===== config.mk =====
export PLATFORM = sky130hd
export DESIGN_NAME = fbfla_div
export DESIGN_NICKNAME = d
export VERILOG_FILES = /design/src/rtl/assert_macros.svh /design/src/rtl/fbfla_pkg.sv /design/src/rtl/fbfla_div.sv
export SDC_FILE = /design/constraint.sdc
export NUM_CORES = 1
export LEC_CHECK = 0
export ABC_AREA = 1
export BUFFER_PORTS_ARGS = -buffer_cell sky130_fd_sc_hd__buf_2
export CORE_UTILIZATION = 59
export CTS_CLUSTER_DIAMETER = 30
export CTS_CLUSTER_SIZE = 40
export DETAILED_ROUTE_END_ITERATION = 10
export PLACE_DENSITY = 0.87
export SLEW_MARGIN = 5
export SYNTH_ARGS = -nofsm -noshare
export SYNTH_HDL_FRONTEND = slang
export SYNTH_SLANG_ARGS = --single-unit

===== constraint.sdc =====
create_clock -name i_clk -period 5.5 [get_ports i_clk]
set_clock_uncertainty 0.15 [all_clocks]
set_input_delay 0.825 -clock i_clk [delete_from_list [all_inputs] [get_ports i_clk]]
set_output_delay 0.825 -clock i_clk [all_outputs]
set_load 0.01 [all_outputs]

===== src/rtl/assert_macros.svh =====
// Assertion macros shared by the RTL of the block allocator
`ifndef ASSERT_MACROS_SVH
`define ASSERT_MACROS_SVH

// cond must hold at every clock edge outside reset
`define ASSERT_ALWAYS(label, clk, rst_n, cond) \
    label: assert property (@(posedge clk) disable iff (!rst_n) (cond)) \
        else $error("assertion failed");

// cons must hold in the cycle after ante
`define ASSERT_NEXT(label, clk, rst_n, ante, cons) \
    label: assert property (@(posedge clk) disable iff (!rst_n) (ante) |=> (cons)) \
        else $error("assertion failed");

`endif


===== src/rtl/fbfla_pkg.sv =====
// Types and constants of the fixed block free-list allocator
`timescale 1ns / 1ps

package fbfla_pkg;

    localparam int ADDR_W     = 48;
    localparam int OFS_W      = 16;
    localparam int STRIDE_W   = 16;
    localparam int BLK_W      = 11;
    localparam int SLOT_W     = 10;
    localparam int STAT_W     = 3;
    localparam int CFG_IDX_W  = 3;
    localparam int CFG_DATA_W = 48;
    localparam int DIV_STEP   = 2;   // quotient bits per divider cycle

    typedef enum logic [CFG_IDX_W-1:0] {
        CFG_POOL_BASE      = 3'd0,
        CFG_PAYLOAD_OFFSET = 3'd1,
        CFG_BLOCK_STRIDE   = 3'd2,
        CFG_BLOCKS_IN_USE  = 3'd3,
        CFG_STORAGE_BYTES  = 3'd4
    } t_cfg_idx;

    typedef enum logic [STAT_W-1:0] {
        ST_OK      = 3'd0,
        ST_EMPTY   = 3'd1,
        ST_INVALID = 3'd2,
        ST_DOUBLE  = 3'd3,
        ST_NULL    = 3'd4
    } t_status;

    typedef enum logic {
        OP_ALLOC = 1'b0,
        OP_FREE  = 1'b1
    } t_op;

    typedef struct packed {
        logic              op;
        logic [ADDR_W-1:0] address;
    } t_req;

    typedef struct packed {
        logic [ADDR_W-1:0] payload_address;
        logic [SLOT_W-1:0] slot;
        logic [STAT_W-1:0] status;
        logic [BLK_W-1:0]  free_left;
    } t_rsp;

    typedef struct packed {
        logic                start;
        logic [ADDR_W-1:0]   dividend;
        logic [STRIDE_W-1:0] divisor;
    } t_div_cmd;

    typedef struct packed {
        logic                done;
        logic [ADDR_W-1:0]   quotient;
        logic [STRIDE_W-1:0] remainder;
    } t_div_res;

endpackage


===== src/rtl/fbfla_div.sv =====
// Iterative restoring divider: address offset by block stride
`timescale 1ns / 1ps

module fbfla_div (
    input  logic                i_clk,
    input  logic                i_rst_n,
    input  fbfla_pkg::t_div_cmd i_cmd,
    output fbfla_pkg::t_div_res o_res
);
    import fbfla_pkg::*;

    localparam int ITERS = ADDR_W / DIV_STEP;
    localparam int CNT_W = $clog2(ITERS + 1);

    logic                r_busy, n_busy;
    logic                r_done;
    logic [CNT_W-1:0]    r_cnt, n_cnt;
    logic [ADDR_W-1:0]   r_quot, n_quot;
    logic [STRIDE_W-1:0] r_rem, n_rem;
    logic [STRIDE_W-1:0] r_div;
    logic [STRIDE_W:0]   v_trial;

    always_comb begin
        n_busy  = r_busy;
        n_cnt   = r_cnt;
        n_quot  = r_quot;
        n_rem   = r_rem;
        v_trial = '0;
        if (i_cmd.start) begin
            n_busy = 1'b1;
            n_cnt  = CNT_W'(ITERS);
            n_quot = i_cmd.dividend;
            n_rem  = '0;
        end else if (r_busy) begin
            for (int k = 0; k < DIV_STEP; k++) begin
                v_trial = {n_rem, n_quot[ADDR_W-1]};
                n_quot  = {n_quot[ADDR_W-2:0], 1'b0};
                if (v_trial >= {1'b0, r_div}) begin
                    v_trial   = v_trial - {1'b0, r_div};
                    n_quot[0] = 1'b1;
                end
                n_rem = v_trial[STRIDE_W-1:0];
            end
            n_cnt = r_cnt - 1'b1;
            if (r_cnt == CNT_W'(1)) begin
                n_busy = 1'b0;
            end
        end
    end

    always_ff @(posedge i_clk) begin
        if (!i_rst_n) begin
            r_busy <= 1'b0;
            r_done <= 1'b0;
            r_cnt  <= '0;
        end else begin
            r_busy <= n_busy;
            r_done <= r_busy && !i_cmd.start && (r_cnt == CNT_W'(1));
            r_cnt  <= n_cnt;
        end
        r_quot <= n_quot;
        r_rem  <= n_rem;
        if (i_cmd.start) begin
            r_div <= i_cmd.divisor;
        end
    end

    assign o_res.done      = r_done;
    assign o_res.quotient  = r_quot;
    assign o_res.remainder = r_rem;

endmodule


==> flow_metrics.py, run 1 <==
metrics = {
    "place": {
        "pre_cts_ws_ps": 1269,
        "detailed_place_hpwl_um": 10760,
        "io_buffers": 131,
        "gp_congestion": 0.9307,
        "placed_cells": 1002,
    },
    "cts": {
        "cts.sinks": 87,
        "clockBufferDepth": 2,
        "path_clk_slew_ps": 100,
        "clkLatencyLatePin_ps": 360,
        "hold_buffers": 0,
        "cts_setup_buffers": 0,
        "cts_resized": 0,
        "cts-root-buf": "clkbuf_8",
        "htreeDepth": 3,
        "numCtsBuffers": 9,
        "tritoncts": "built",
    },
    "synthesis": {
        "ys_ff_latch": 87,
        "avgSynthCellArea_um2": 7.473,
        "yosysUniqueCellTypes": 39,
        "syn_nets": 862,
        "syn_area_um2": 5672,
        "yosysWarnings": 0,
        "ys_seq_area_share_pct": 42.00,
        "synth_edf_count": 64,
        "async_flop_share_pct": 0,
        "syn_inst": 759,
        "ys.flop_type": "edfxtp_1",
    },
    "die": {
        "ios": 132,
        "dieArea_um2": 10010,
        "die_h_um": 100.0,
        "chipWidth_um": 100.0,
        "design.core.area_um2": 9284,
        "rows": 35,
        "initial_core_util_pct": 61.09,
    },
    "global_routing": {
        "overflow": 0,
        "grt_pass1_vias": 4865,
        "grt_pass1_wl_um": 22880,
        "grt_usage_pct": 29.27,
        "met3_usage_pct": 5.919,
        "grt_max_degree": 69,
        "busiest_layer": "met2",
        "met2_usage_pct": 48.54,
        "grt_antenna_before_repair": 0,
        "met1_usage_pct": 39.53,
    },
    "hold_path": {
        "hold_class": "reg2reg",
    },
    "power": {
        "pwr-share-clk_pct": 13.0,
        "power_mw": 3.137,
        "ir_drop_v": 0.0002327,
        "p_leak_nw": 3.581,
        "intPower_mw": 1.639,
        "share_seq_of_total_power_pct": 28.1,
        "p_sw_mw": 1.498,
        "combPwrFrac_pct": 58.9,
        "switching_share_pct": 47.75,
        "pwr_density_cell_nw_per_um2": 477.3,
    },
    "finish": {
        "antenna_cells": 0,
        "final_common_cell": "nand2_1",
        "finalNonFillerCells": 1018,
        "nets": 987,
        "layout_common_cells": "nand2_1 (321), buf_2 (131), inv_1 (90)",
        "drive_gt1_share_pct": 19.57,
        "syn2layout_area_growth_pct": 15.91,
    },
    "detailed_routing": {
        "num_vias": 5278,
        "ant_nets": 0,
        "wire_per_inst_um": 13.83,
        "wl_um": 14080,
        "drc": 0,
        "viasPerCell": 5.185,
        "drtPass1Iterations": 5,
        "first_iter_violations": 398,
    },
    "timing": {
        "hold_viol": 0,
        "maxSlewHeadroom_pct": 27.99,
        "whs_ps": 338.4,
        "slew_viol_final": 0,
        "rsz0062_at_grt": "no",
        "max_freq_ghz": 0.2307,
        "worst_slack_ps": 1166,
        "worst_pin_slew_ps": 1076,
        "setup_viol_count_final": 0,
        "tns_ps": 0,
        "finalCritPeriodShare_pct": 78.80,
        "period_needed_ps": 4334,
    },
    "run": {
        "max_cap_violations": 0,
    },
    "setup_path": {
        "worstSetupStartpointType": "flip-flop",
        "criticalPathCategory": "reg2reg",
        "max_stage_delay_ps": 380,
        "end_kind": "flip-flop",
        "cp_max_fo": 28,
        "path_cells": "inv_1 > ha_1 > nand2_1 > nor2_1 > nand3_1 > nand3_2 > nand3_2 > nand2_4 > nand2_1 > o21ai_1 > inv_1 > ha_1 > a21oi_1 > nand2_1 > nand3_1 > nand3_1 > nand3_1 > nand2_1 > nand2_2 > nand3_2 > nand2_1 > nand3_1 > nand2_1",
        "critPathArrivalTime_ps": 4480,
        "required_ps": 5650,
        "cpMaxStageDelayCell": "ha_1",
        "crit_path_frequent_cell": "nand2_1",
    },
    "status": {
        "status": "finished clean",
    },
}
==> synthesized netlist by cell type, types with 4 or more instances <==
| cell | count | area, um^2 |
|---|---|---|
| clkbuf_1 | 13 | 48.80 |
| nand3_2 | 5 | 50.05 |
| nor2_1 | 31 | 116.4 |
| o21ai_0 | 13 | 65.06 |
| nand2_2 | 7 | 43.79 |
| nor2_2 | 4 | 25.02 |
| edfxtp_1 | 64 | 1922 |
| ha_1 | 34 | 425.4 |
| xor2_1 | 8 | 70.07 |
| nand4_1 | 5 | 31.28 |
| a31oi_1 | 5 | 31.28 |
| dfxtp_1 | 23 | 460.4 |
| nand3_1 | 56 | 280.3 |
| xnor2_1 | 14 | 122.6 |
| o21ai_1 | 7 | 35.03 |
| nand2_1 | 321 | 1205 |
| inv_1 | 91 | 341.6 |
| a21oi_1 | 24 | 120.1 |
==> final timing paths <==
path	cells after the start	from	slack (ps)	to
setup / recovery	23	r_div[5]	1170	r_rem[13]
hold / removal	2	r_cnt[4]	340	r_cnt[4]
setup reg to reg	23	r_div[5]	1170	r_rem[13]
hold reg to reg	2	r_cnt[4]	340	r_cnt[4]
==> area by class of cell <==
type,instances,area [um^2]
Timing Repair Buffer,134,678.2
Sequential cell,87,2382
Clock buffer,10,127.6
Tap cell,129,161.4
Inverter,95,356.6
Clock inverter,6,45.04
Multi-Input combinational cell,557,2823
Fill cell,807,2710
==> critical path: cells and delay by family, from the launching register on <==
| family | cells | cell delay (ps) |
|---|---|---|
| AND/OR/NAND/NOR | 17 | 2620 |
| flip-flops | 1 | 330 |
| AO/OA/AOI/OAI | 2 | 290 |
| buffers and inverters | 2 | 160 |
| adder cells (fa/ha/maj) | 2 | 730 |
==> power groups by stage <==
stage               logic [mW]  clock network, mW  registers (mW)
detailed placement        1.79                  0           0.892
global placement          1.77                  0           0.892
global route              2.08              0.440           0.891
CTS                       1.82              0.409           0.880
finish                    1.85              0.407           0.881
floorplan                 1.39                  0           0.915
==> cells by family after synthesis <==
| kind of cell | after synthesis | share of synthesized area (%) |
|---|---|---|
| adder cells (fa/ha/maj) | 36 | 8.207 |
| AND/OR/NAND/NOR | 443 | 32.78 |
| flip-flops | 87 | 42.00 |
| buffers and inverters | 115 | 8.229 |
| XOR/XNOR | 22 | 3.397 |
| AO/OA/AOI/OAI | 56 | 5.383 |
==> metal layers <==
metal | share of wire, % | up-vias | routed length [um]
met4 | 1.5 | 0 | 214
li1 | - | 2671 | -
met3 | 7.6 | 21 | 1072
met1 | 43 | 2370 | 6075
met2 | 48 | 216 | 6722
met5 | 0 | - | 0
==> registers in the layout (all words and copies together), names as in the netlist <==
signal  flops
r_rem      16
r_cnt       5
r_done      1
r_div      16
r_busy      1
r_quot     48
==> through the flow <==
stage	area, um^2	utilization [%]
floorplan	5672	-
global placement	6401	68.95
detailed placement	6401	68.95
CTS	6574	70.81
global route	6574	70.81
finish	6574	70.81
Power figures use the tool's default switching activity.
==> inputs of run 2 (changes only) <==
- ABC_AREA: 1 -> 0
- CORE_UTILIZATION: 59 -> 54
- PLACE_DENSITY: 0.87 -> 0.82
- clock period: 5.5 -> 4.5 ns (I/O delays scaled with it)
==> flow_metrics.py, run 2 <==
metrics = {
    "finish": {
        "top_register": "r_quot",
        "reg_top3": "r_quot (48), r_div (16), r_rem (16)",
        "finalNonFillerCells": 861,
        "drive_gt1_share_pct": 53.69,
        "antenna_cells": 0,
        "layout_common_cells": "buf_2 (131), buf_4 (123), edfxtp_1 (64)",
        "fill_cells": 574,
        "fin_area_um2": 7576,
        "register_area_um2": 2382,
        "syn2layout_area_growth_pct": 43.59,
        "largest_reg_flops": 48,
        "nets": 830,
        "final_common_cell": "buf_2",
        "multiInputGateArea_um2": 3023,
    },
    "die": {
        "design.core.area_um2": 9371,
        "ios": 132,
        "rows": 35,
        "die_h_um": 100.9,
        "initial_core_util_pct": 56.30,
        "dieArea_um2": 10170,
        "chipWidth_um": 100.9,
    },
    "timing": {
        "tns_ps": -2970,
        "worst_pin_slew_ps": 965.6,
        "finalCritPeriodShare_pct": 106.1,
        "setup_viol_count_final": 17,
        "rsz0062_at_grt": "yes",
        "hold_viol": 0,
        "maxSlewHeadroom_pct": 35.53,
        "max_freq_ghz": 0.2095,
        "slew_viol_final": 0,
        "worst_slack_ps": -272.5,
        "period_needed_ps": 4773,
    },
    "cts": {
        "htreeDepth": 3,
        "tritoncts": "built",
        "clockBufferDepth": 2,
        "cts-root-buf": "clkbuf_8",
        "numCtsBuffers": 9,
        "path_clk_slew_ps": 100,
        "hold_buffers": 0,
        "clkLatencyLatePin_ps": 360,
        "cts.sinks": 87,
    },
    "run": {
        "max_cap_violations": 0,
    },
    "power": {
        "switching_share_pct": 41.53,
        "intPower_mw": 3.209,
        "pwr-share-clk_pct": 9.7,
        "power_mw": 5.489,
        "p_sw_mw": 2.279,
        "ir_drop_v": 0.0003808,
        "p_leak_nw": 3.426,
        "combPwrFrac_pct": 70.4,
        "share_seq_of_total_power_pct": 19.9,
        "pwr_density_cell_nw_per_um2": 724.5,
    },
    "synthesis": {
        "syn_nets": 572,
        "syn_inst": 469,
        "yosysWarnings": 0,
        "syn_area_um2": 5276,
        "ys_ff_latch": 87,
        "avgSynthCellArea_um2": 11.25,
        "ys_seq_area_share_pct": 45.15,
        "synth.area.top_cells": "edfxtp_1 (36%), mux2_2 (13%), dfxtp_1 (8.7%), ha_1 (8.1%), xnor2_1 (2.8%)",
        "yosysUniqueCellTypes": 60,
        "yosysMostFrequentCell": "edfxtp_1",
        "ys.flop_type": "edfxtp_1",
        "synth.top_cells.by_count": "edfxtp_1 (64), mux2_2 (59), ha_1 (34)",
        "async_flop_share_pct": 0,
        "synth_top_cell_by_area": "edfxtp_1",
        "yosysTopAreaCellShare_pct": 36.42,
        "synth_edf_count": 64,
    },
    "detailed_routing": {
        "viasPerCell": 5.719,
        "drtPass1Iterations": 5,
        "wire_per_inst_um": 19.51,
        "first_iter_violations": 385,
        "ant_nets": 0,
        "wl_um": 16800,
        "drc": 0,
        "num_vias": 4924,
    },
    "setup_path": {
        "cp_max_fo": 5,
        "criticalPathCategory": "reg2reg",
        "required_ps": 4580,
        "end_kind": "flip-flop",
        "worstSetupStartpointType": "flip-flop",
        "critPathArrivalTime_ps": 4850,
    },
    "global_routing": {
        "grt_pass1_vias": 5078,
        "grt_antenna_before_repair": 0,
        "overflow": 0,
        "grt_pass1_wl_um": 24860,
        "grt_max_degree": 49,
        "grt_usage_pct": 32.05,
    },
    "place": {
        "gp_congestion": 0.8676,
        "placed_cell_area_um2": 6965,
        "detailed_place_hpwl_um": 11570,
        "placed_cells": 821,
        "io_buffers": 131,
        "pre_cts_ws_ps": -474.1,
    },
    "hold_path": {
        "hold_class": "in2reg",
    },
    "status": {
        "failed_checks": "setup timing",
        "status": "finished, violations left",
    },
}
-- run 2: layout make-up --
type / count / share of cell area (%)
flip-flops and latches: 87 / 31.45
clock buffers: 9 / 1.635
inverters: 32 / 1.585
repair buffers: 264 / 22.49
multi-input cells: 333 / 39.90
clock inverters: 7 / 0.8092
well taps: 129 / 2.130
-- run 2: cell families (layout without fill, tap and decap cells) --
kind of cell | after synthesis | count (layout) | synth area share (%)
AOI/OAI and AO/OA | 93 | 93 | 12.76
and+or+nand+nor | 104 | 104 | 9.723
DFF | 87 | 87 | 45.15
adders and majority gates | 36 | 36 | 8.822
xor gates and xnor gates | 28 | 28 | 4.648
buffers and inverters | 49 | 312 | 3.842
muxes | 72 | 72 | 15.06
-- run 2: per-stage QoR --
stage | hold WS (ps) | util, %
CTS | 328.8 | 79.36
global placement | 331.4 | 74.33
global route | 329.6 | 80.84
detailed placement | 352.7 | 74.33
floorplan | 318.5 | -
finish | 340.5 | 80.84
-- run 2: metal layers --
metal / track usage [%] / share of wire, %
met2: 56.32 / 49
met1: 38.74 / 39
met3: 5.756 / 7.7
met4: 13.27 / 4.0
met5: 0 / 0
-- run 2: final timing paths --
path             from  endpoint  slack, ps  cells past startpoint
max          r_div[0]  r_rem[7]       -270                     20
max reg2reg  r_div[0]  r_rem[7]       -270                     20
min reg2reg  r_cnt[1]  r_cnt[1]        370                      2
min          i_cmd[7]  r_div[7]        340                      1
-- run 2: worst max-delay path: stages, from the launching register on --
cell and delay (ps):
edfxtp_1 440, ha_4 210, nand2b_4 160, a21o_1 210, a21oi_4 190, a31oi_4 140, o21ai_4 260, buf_6 170
buf_6 110, mux2_4 320, ha_4 220, o21a_1 190, o31a_1 140, o2111a_1 250, o41a_1 330, o21a_1 240
a2111oi_4 270, buf_6 170, buf_12 110, mux2i_1 240, a211oi_1 120
-- run 2: timing repair --
item | 4_1_cts | 5_1_grt
gates cloned | 0 | 0
gates resized for setup | 31 | 18
pin swaps | 13 | 8
endpoints found under the setup margin | 17 | 17
setup buffers | 17 | 7
-- run 2: power groups by stage --
stage / registers (mW) / logic, mW / clock network (mW)
5_1_grt: 1.10 / 4.07 / 0.569
6_report: 1.09 / 3.86 / 0.534
4_1_cts: 1.09 / 3.43 / 0.543
3_3_place_gp: 1.10 / 2.90 / 0
3_5_place_dp: 1.10 / 3.00 / 0
2_1_floorplan: 1.15 / 1.82 / 0
