--- src/rtl/assert_macros.svh ---
// Assertion macros shared by the RTL of the block allocator
`ifndef ASSERT_MACROS_SVH
`define ASSERT_MACROS_SVH

// cond must hold at every clock edge outside reset
`define ASSERT_ALWAYS(label, clk, rst_n, cond) \
    label: assert property (@(posedge clk) disable iff (!rst_n) (cond)) \
        else $error("assertion failed");

// cons must hold in the cycle after ante
`define ASSERT_NEXT(label, clk, rst_n, ante, cons) \
    label: assert property (@(posedge clk) disable iff (!rst_n) (ante) |=> (cons)) \
        else $error("assertion failed");

`endif

--- src/rtl/fbfla_ram.sv ---
// Generic single-clock RAM, one write port, one registered read port
`timescale 1ns / 1ps

module fbfla_ram #(
    parameter int WIDTH = 8,
    parameter int DEPTH = 16,
    localparam int AW   = $clog2(DEPTH)
) (
    input  logic             i_clk,
    input  logic             i_we,
    input  logic [AW-1:0]    i_waddr,
    input  logic [WIDTH-1:0] i_wdata,
    input  logic [AW-1:0]    i_raddr,
    output logic [WIDTH-1:0] o_rdata
);

    logic [WIDTH-1:0] r_mem [DEPTH];
    logic [WIDTH-1:0] r_rdata;

    always_ff @(posedge i_clk) begin
        if (i_we) begin
            r_mem[i_waddr] <= i_wdata;
        end
        r_rdata <= r_mem[i_raddr];
    end

    assign o_rdata = r_rdata;

endmodule

--- config.mk ---
export PLATFORM = sky130hd
export DESIGN_NAME = fbfla_ram
export DESIGN_NICKNAME = d
export VERILOG_FILES = /design/src/rtl/assert_macros.svh /design/src/rtl/fbfla_ram.sv
export SDC_FILE = /design/constraint.sdc
export NUM_CORES = 1
export LEC_CHECK = 0
export ABC_AREA = 1
export BUFFER_PORTS_ARGS = -buffer_cell sky130_fd_sc_hd__buf_2
export CAP_MARGIN = 0
export CORE_MARGIN = 5
export CORE_UTILIZATION = 40
export DETAILED_ROUTE_END_ITERATION = 7
export PLACE_DENSITY_LB_ADDON = 0.3
export SLEW_MARGIN = 20
export SYNTH_ARGS = -nofsm -noshare
export SYNTH_HDL_FRONTEND = slang
export SYNTH_SLANG_ARGS = --single-unit
--- constraint.sdc ---
create_clock -name i_clk -period 1.27 [get_ports i_clk]
set_input_delay 0.127 -clock i_clk [delete_from_list [all_inputs] [get_ports i_clk]]
set_output_delay 0.127 -clock i_clk [all_outputs]
set_load 0.02 [all_outputs]
==> results of run 1 <==
==> per-stage QoR <==
stage,utilization,instances,hold WS [ns],power (W)
after CTS,0.4867,791,0.06339,0.01062
after global placement,0.4444,759,0.4990,0.005809
after detailed placement,0.4444,759,0.5076,0.005819
final,0.4867,791,0.06967,0.01055
after global routing,0.4867,791,0.07611,0.01091
after floorplan,-,551,0.2259,0.005526
==> worst min path at each step <==
stage | to | cells past startpoint
after floorplan | r_mem[0][0] | 0
final | o_rdata[2] | 3
after global routing | o_rdata[2] | 3
after detailed placement | o_rdata[6] | 3
after CTS | o_rdata[6] | 3
after global placement | o_rdata[2] | 3
==> area by class of cell <==
type / count / share of cell area
clock buffer: 20 / 0.06855
timing repair buffer: 52 / 0.05734
tap: 180 / 0.03308
sequential: 136 / 0.5881
inverter: 102 / 0.05624
multi-input combinational: 289 / 0.1783
clock inverter: 12 / 0.01838
==> cell usage in the layout (no fill, tap or decap) <==
master | Yosys | routed
clkbuf_16 | 0 | 17
clkbuf_8 | 0 | 3
edfxtp_1 | 128 | 128
buf_4 | 4 | 22
inv_1 | 100 | 100
nor2_1 | 17 | 17
nand3_1 | 97 | 97
buf_12 | 0 | 5
nand3b_1 | 2 | 2
clkinv_2 | 0 | 5
buf_2 | 13 | 25
inv_2 | 2 | 2
dfxtp_1 | 8 | 8
bufinv_16 | 0 | 2
nand2_1 | 173 | 173
clkinv_4 | 0 | 2
clkinvlp_4 | 0 | 3
==> power groups by stage <==
stage | Clock (W) | Sequential, W | Combinational (W)
2_1_floorplan | 0 | 0.00517 | 0.000354
3_3_place_gp | 0 | 0.00514 | 0.000669
3_5_place_dp | 0 | 0.00514 | 0.000677
4_1_cts | 0.00489 | 0.00505 | 0.000681
5_1_grt | 0.00511 | 0.00506 | 0.000748
6_report | 0.00483 | 0.00505 | 0.000674
==> routing by layer <==
layer / vias up / part of all wire
met2: 107 / 0.47
met3: 16 / 0.047
met5: - / 0
li1: 1870 / -
met4: 0 / 0.024
met1: 1782 / 0.46
==> registers in the layout, summed over array words and instances, names as in the netlist <==
signal	flops
o_rdata	8
r_mem	128
==> cells by family (layout without fill, tap and decap cells) <==
group,after synthesis,after routing,share of synthesized area
buf+inv,126,186,0.09525
flops,136,136,0.6943
simple gates,289,289,0.2105
==> reports/results.ini, run 1 <==
[pwr]
p_int_w = 0.008254
pwr-share-clk = 0.458
ir_worst_vdd_mv = 0.8293
switching_share = 0.2177
power_frac_seq = 0.478
pwr_density_cell_mw_per_mm2 = 1550
p_leak_nw = 2.965
power.share.combinational = 0.064
p_sw_w = 0.002298

[detailed_routing]
viasPerCell = 4.772
drtPass1Iterations = 5
dr_total_vias = 3775
ant_nets = 0
wl_per_cell_microns = 16.39
wl_mm = 12.96
drt_iter0_drc = 345
drc = 0

[cts]
clk_latency_ns = 0.42
cts_buffer_depth = 2
clkTransAtPathRegs_ns = 0.06
cts_hold_buffers = 0
post_cts_resized = 0
cts_buffers = 17
cts_tree = done
htreeDepth = 4
clock-root-buffer = clkbuf_16
cts_setup_buffers = 0
clock-sinks = 136

[floorplan]
start_util = 0.4123
std_cell_rows = 43
dieArea_sq_mm = 0.01692
num_io_pins = 26
die_w_microns = 130.1
coreArea_sq_mm = 0.01399
die_h_microns = 130.1

[timing]
skew_ns = 0.005557
fin_tns_setup_ns = 0
relSlewSlack = 0.7145
hold_viol = 0
slew_violations = 0
finalCritPeriodShare = 0.8487
min_period_ns = 1.078
rsz0062_at_grt = no
fmax_mhz = 927.8
tightestPinTransition_ns = 0.4283
fin_ws_ns = 0.1922
setup_violations = 0

[worst_hold_path]
hp-start = i_raddr[3]
hp-class = input port to flip-flop

[run]
maxCapViolations = 0

[logic_synthesis]
synthArstFlopShare = 0
yosys.area.top_type = edfxtp_1
synthCells = 551
syn_area_sq_mm = 0.005767
yosys_warnings = 0
syn_nets = 569
synth_area_leaders = edfxtp_1, nand2_1, nand3_1
synth_ff_type = edfxtp_1
synth-edff-count = 128
yosysUniqueCellTypes = 12
synth_most_common_cell = nand2_1
yosys-top-cells-count = nand2_1, edfxtp_1, inv_1, nand3_1, nor2_1
avgSynthCellArea_sq_um = 10.47
seq_area_frac_synth = 0.6943
synth_top_area_frac = 0.6665
ys_seq_elements = 136

[worst_setup_path]
crit_path_top_delay_cell = dfxtp_1
startpoint_type = flip-flop
crit_family = flip-flops
r2r_setup_slack_ns = 0.26
path_cells = buf_2
r2r_start = r_mem[1][5]
path_class = flip-flop to output port
rr_worst_depth = 6
cp.depth = 1
critPathCapture = o_rdata[7]
r2r-end = o_rdata[5]
cp_data_arrival_time_ns = 0.95
critPathLaunch = o_rdata[7]
cp.required_ns = 1.14
endpoint_kind = output port
critPathBufInv = 1
path_max_fanout = 1
critPathMaxStageDelay_ns = 0.35

[place]
place_area_sq_mm = 0.006216
gp_congestion = 0.8153
dp_hpwl_mm = 8.176
port-buffer-count = 25
dp_slack_ns = 0.08903

[global_route]
gr-max-usage-layer = met2
use_met3 = 0.03930
antenna_found_initial = 0
grt.total_usage = 0.1642
globalRouteMet1Util = 0.2281
grt_overflow = 0
grt_max_degree = 39
grt_use_met2 = 0.2471
grt_first_pass_wirelength_mm = 20.35
grt_pass1_vias = 3609

[cells_and_area]
area_growth_pct = 18.05
nets = 616
final_cell_area_sq_mm = 0.006808
multi_input_area_sq_mm = 0.001214
drive_gt1_frac = 0.1408
final.fill_count = 1257
seq_area_sq_mm = 0.004004
antenna_cells = 0

[status]
status = finished, final reports clean

(Power assumes the default switching activity.)
==> run 2, diff against run 1 <==
==> constraint.sdc (replaced) <==
create_clock -name i_clk -period 0.97 [get_ports i_clk]
set_input_delay 0.097 -clock i_clk [delete_from_list [all_inputs] [get_ports i_clk]]
set_output_delay 0.097 -clock i_clk [all_outputs]
set_load 0.02 [all_outputs]
==> reports/results.ini, run 2 (synthesized netlist as in run 1, its figures left out) <==
[detailed_routing]
wl_mm = 13.04  ; +0.56%
route.met3.wl_microns = 426  ; -30%
highest-signal-layer = met4
drc = 0  ; unchanged
drtPass1Iterations = 5  ; unchanged
viasPerCell = 4.879  ; +2.2%
drt_iter0_drc = 425  ; +23%
wl_per_cell_microns = 16.40  ; about the same
dr_total_vias = 3879  ; +2.8%
ant_nets = 0  ; unchanged
wl_met2_mm = 6.566  ; +8.4%
met1Wirelength_mm = 5.750  ; -3.9%

[timing]
relSlewSlack = 0.7303  ; +0.01579
min_period_ns = 0.9971
skew_ns = 0.008973  ; +0.003416 ns
hold_viol = 0  ; unchanged
fmax_mhz = 1003
tightestPinTransition_ns = 0.4046  ; -0.02368 ns
fin_ws_ns = -0.02713  ; -0.2193 ns
setup_violations = 2  ; +2
fin_tns_setup_ns = -0.03309  ; -0.03309 ns
finalCritPeriodShare = 1.028
slew_violations = 0  ; unchanged
rsz0062_at_grt = yes

[cts]
clkTransAtPathRegs_ns = 0.06  ; about the same
clk_latency_ns = 0.41  ; about the same
cts_buffer_depth = 2  ; unchanged
cts_buffers = 17  ; unchanged
cts_tree = done
htreeDepth = 4  ; unchanged
cts_setup_buffers = 0  ; unchanged
clock-sinks = 136  ; unchanged
cts_hold_buffers = 0  ; unchanged
clock-root-buffer = clkbuf_16

[status]
violations = negative setup slack
status = finished, violations left

[worst_setup_path]
endpoint_kind = flip-flop
r2r_setup_slack_ns = -0.03  ; -0.29 ns
critPathBufInv = 0  ; -1
startpoint_type = flip-flop
rr_worst_depth = 6  ; unchanged
crit_family = simple AND/OR/NAND/NOR gates
cp.required_ns = 1.27  ; +0.13 ns
cp_data_arrival_time_ns = 1.30  ; +0.35 ns
critPathCapture = o_rdata[4]
crit_path_frequent_cell = nand2_1
critPathMaxStageDelay_ns = 0.39  ; +0.04 ns
path_cells = nand2_1, nand2_1, nand2_1, nand3_2, nand3_2, nand2_1
cp.depth = 6  ; +5
critPathLaunch = r_mem[3][4]
r2r_start = r_mem[3][4]
path_max_fanout = 1  ; unchanged
path_class = flip-flop to flip-flop
r2r-end = o_rdata[4]
crit_path_top_delay_cell = edfxtp_1

[cells_and_area]
fin_util = 0.5098  ; +0.02317
area_growth_pct = 23.67
final_common_cell = nand2_1
largest_reg_flops = 128  ; unchanged
nets = 620  ; +0.65%
largest-register = r_mem
antenna_cells = 0  ; unchanged
drive_gt1_frac = 0.2163  ; +0.07551
final_cell_mix = nand2_1, edfxtp_1, inv_1

[pwr]
power_frac_seq = 0.479  ; about the same
p_sw_w = 0.003081  ; +34%
pwr_density_cell_mw_per_mm2 = 1939  ; +25%
switching_share = 0.2228  ; +0.005097
pwr-share-clk = 0.446  ; -0.012
ir_worst_vdd_mv = 1.098  ; +32%
p_int_w = 0.01075  ; +30%
power.share.combinational = 0.075  ; +0.011
p_leak_nw = 3.085  ; +4.1%

[floorplan]
start_util = 0.4123  ; unchanged
num_io_pins = 26  ; unchanged
die_w_microns = 130.1  ; unchanged
std_cell_rows = 43  ; unchanged
dieArea_sq_mm = 0.01692  ; unchanged
coreArea_sq_mm = 0.01399  ; unchanged
die_h_microns = 130.1  ; unchanged

[place]
port-buffer-count = 25  ; unchanged
dp_hpwl_mm = 8.332  ; +1.9%
gp_congestion = 0.8202  ; +0.60%
dp_slack_ns = -0.2280  ; -0.3170 ns

[global_route]
grt_max_degree = 47  ; +21%
grt_first_pass_wirelength_mm = 20.19  ; -0.78%
grt.total_usage = 0.1603  ; -0.003879
antenna_found_initial = 0  ; unchanged
grt_overflow = 0  ; unchanged
grt_pass1_vias = 3864  ; +7.1%

[run]
maxCapViolations = 0  ; unchanged

[worst_hold_path]
hp-class = input port to flip-flop

==> run 2: final cells by class <==
class	instances	area [sq um]
clock inverters	14	151.4
inverters	102	382.9
flip-flops and latches	136	4008
multi-input cells	289	1401
well taps	180	225.2
clock buffers	18	429.2
fillers	1257	6857
repair buffers	56	534.3
==> run 2: power groups by stage <==
stage	registers, W	clock network [W]	logic [W]
floorplan	0.00677	0	0.000468
global placement	0.00673	0	0.000924
detailed placement	0.00673	0	0.000939
CTS	0.00662	0.00625	0.000988
global route	0.00663	0.00654	0.00112
finish	0.00662	0.00617	0.00103
==> run 2: routing by layer <==
metal  GRT usage  vias up
li1            -     1876
met1      0.2077     1893
met2      0.2643       93
met3     0.02906       17
met4     0.07029        0
met5           0        -
==> run 2: per-stage QoR <==
stage,hold slack (ns),total power [W],cell area [sq um],instances
3_5_place_dp,0.5171,0.007672,6336,763
5_1_grt,0.1062,0.01429,7132,795
6_report,0.1198,0.01383,7132,795
3_3_place_gp,0.5181,0.007656,6336,763
4_1_cts,0.1063,0.01386,6999,795
2_1_floorplan,0.1959,0.007239,5782,551
==> run 2: worst min path at each step <==
stage | startpoint | endpoint | depth (start not counted)
detailed placement | o_rdata[2] | o_rdata[2] | 1
global placement | o_rdata[5] | o_rdata[5] | 1
CTS | i_wdata[1] | r_mem[0][1] | 1
floorplan | i_wdata[0] | r_mem[0][0] | 0
finish | i_wdata[2] | r_mem[7][2] | 1
global route | i_wdata[1] | r_mem[0][1] | 1
==> run 2: timing repair <==
action | CTS | global route
gates resized for setup | 22 | 29
endpoints found under the setup margin | 11 | 16
pin swaps | 4 | 16
==> run 2: worst register-to-register path, delay by kind of cell, from the launching register on <==
kind | cells | cell delay, ns
AND/OR/NAND/NOR | 6 | 0.51
flip-flops | 1 | 0.39
==> run 3, diff against run 2 <==
--- a/config.mk
+++ b/config.mk
@@ -8,6 +8,8 @@
 export ABC_AREA = 1
 export BUFFER_PORTS_ARGS = -buffer_cell sky130_fd_sc_hd__buf_2
 export CAP_MARGIN = 0
+export CELL_PAD_IN_SITES_DETAIL_PLACEMENT = 1
+export CELL_PAD_IN_SITES_GLOBAL_PLACEMENT = 1
 export CORE_MARGIN = 5
 export CORE_UTILIZATION = 40
 export DETAILED_ROUTE_END_ITERATION = 7
==> reports/results.ini, run 3 (synthesized netlist as in run 1, its figures left out) <==
[status]
status = finished, violations left
violations = negative setup slack

[cells_and_area]
antenna_cells = 0  ; unchanged
final_cell_mix = nand2_1, edfxtp_1, inv_1
largest_reg_flops = 128  ; unchanged
area_growth_pct = 24.04
largest-register = r_mem
final.fill_count = 1515  ; +21%
nets = 618  ; -0.32%
final_common_cell = nand2_1
drive_gt1_frac = 0.2365  ; +0.02028

[worst_setup_path]
cp.required_ns = 0.87  ; -0.40 ns
path_cells = buf_6
startpoint_type = flip-flop
critPathMaxStageDelay_ns = 0.36  ; -0.03 ns
critPathBufInv = 1  ; +1
path_max_fanout = 1  ; unchanged
cp_data_arrival_time_ns = 0.90  ; -0.40 ns
endpoint_kind = output port
crit_path_top_delay_cell = dfxtp_2
path_class = flip-flop to output port
crit_family = flip-flops

[cts]
cts_tree = done
htreeDepth = 4  ; unchanged
cts_buffers = 17  ; unchanged
clk_latency_ns = 0.42  ; about the same
clock-root-buffer = clkbuf_16
clkTransAtPathRegs_ns = 0.06  ; about the same
clock-sinks = 136  ; unchanged
cts_buffer_depth = 2  ; unchanged

[timing]
slew_violations = 0  ; unchanged
holdWs_ns = 0.07862  ; -0.04114 ns
skew_ns = 0.009538  ; +0.0005652 ns
hold_viol = 0  ; unchanged
rsz0062_at_grt = yes
relSlewSlack = 0.7432  ; +0.01294
finalCritPeriodShare = 1.032  ; +0.004422
min_period_ns = 1.001  ; +0.004289 ns
fin_ws_ns = -0.03142  ; -0.004289 ns
fmax_mhz = 998.6  ; -0.43%
setup_violations = 4  ; +2
tightestPinTransition_ns = 0.3852  ; -0.01941 ns

[pwr]
pwr_density_cell_mw_per_mm2 = 1910  ; -1.5%
total_power_w = 0.01366  ; -1.2%
p_leak_nw = 3.065  ; -0.66%
ir_worst_vdd_mv = 1.584  ; +44%

[run]
maxCapViolations = 0  ; unchanged

[detailed_routing]
drtPass1Iterations = 4  ; -1
drc = 0  ; unchanged
drt_iter0_drc = 330  ; -22%
dr_total_vias = 3960  ; +2.1%
ant_nets = 0  ; unchanged
wl_per_cell_microns = 19.12  ; +17%
viasPerCell = 4.994  ; +2.3%
wl_mm = 15.16  ; +16%

[place]
dp_slack_ns = -0.2458  ; -0.01781 ns
gp_congestion = 0.7978  ; -2.7%
port-buffer-count = 25  ; unchanged
dp_hpwl_mm = 9.806  ; +18%

[floorplan]
start_util = 0.4123  ; unchanged
dieArea_sq_mm = 0.01692  ; unchanged
die_w_microns = 130.1  ; unchanged
die_h_microns = 130.1  ; unchanged
coreArea_sq_mm = 0.01399  ; unchanged
std_cell_rows = 43  ; unchanged
num_io_pins = 26  ; unchanged

[global_route]
grt_max_degree = 65  ; +38%
grt.total_usage = 0.1914  ; +0.03109
antenna_found_initial = 0  ; unchanged
grt_first_pass_wirelength_mm = 23.45  ; +16%
grt_overflow = 0  ; unchanged
grt_pass1_vias = 4177  ; +8.1%

[worst_hold_path]
hp-class = input port to flip-flop

[run 3: cell types whose count changed in the layout (fill, tap and decap cells not counted), sizes merged]
| cell | delta |
|---|---|
| bufinv | -1 |
| clkbuf | -1 |
| clkinv | +1 |
| buf | -2 |
| clkinvlp | +2 |
| inv | -1 |
[run 3: final timing paths]
path	startpoint	end	slack, ns	cells past startpoint
setup / recovery	o_rdata[2]	o_rdata[2]	-0.03	1
hold / removal	i_raddr[3]	o_rdata[5]	0.08	3
setup reg to reg	r_mem[15][0]	o_rdata[0]	0	6
hold reg to reg	r_mem[10][3]	o_rdata[3]	0.69	6
[run 3: power by group]
part           switching, W  leakage [nW]  internal [W]
registers         0.0000610          1.22       0.00658
logic              0.000691          1.58      0.000369
clock network       0.00245         0.263       0.00352
[run 3: per-layer routing]
metal  vias up  track usage  part of all wire
met5         -            0                 0
met4         0      0.05196            0.0094
met3        13      0.04789             0.053
met2       103       0.3220              0.51
met1      1972       0.2479              0.43
li1       1872            -                 -
[run 3: metrics by stage]
stage	cell area [sq um]	util	setup TNS, ns	instances
detailed placement	6321	0.4519	-14.89	761
floorplan	5782	-	-6.196	551
CTS	7044	0.5036	-0.1497	793
finish	7153	0.5114	-0.07266	793
global route	7153	0.5114	-0.5147	793
global placement	6321	0.4519	-12.23	761
[run 3: area by class of cell]
type	count	area, sq um	share of cell area
well taps	180	225.2	0.03149
clock buffers	17	425.4	0.05947
flip-flops and latches	136	4014	0.5611
multi-input cells	289	1444	0.2019
inverters	102	382.9	0.05352
repair buffers	54	530.5	0.07416
clock inverters	15	131.4	0.01837
[run 3: repair_timing]
item	4_1_cts	5_1_grt
pin swaps	12	19
gates resized for setup	45	25
cloned	0	0
endpoints found under the setup margin	15	16
hold buffers	0	0
buffers inserted	0	0
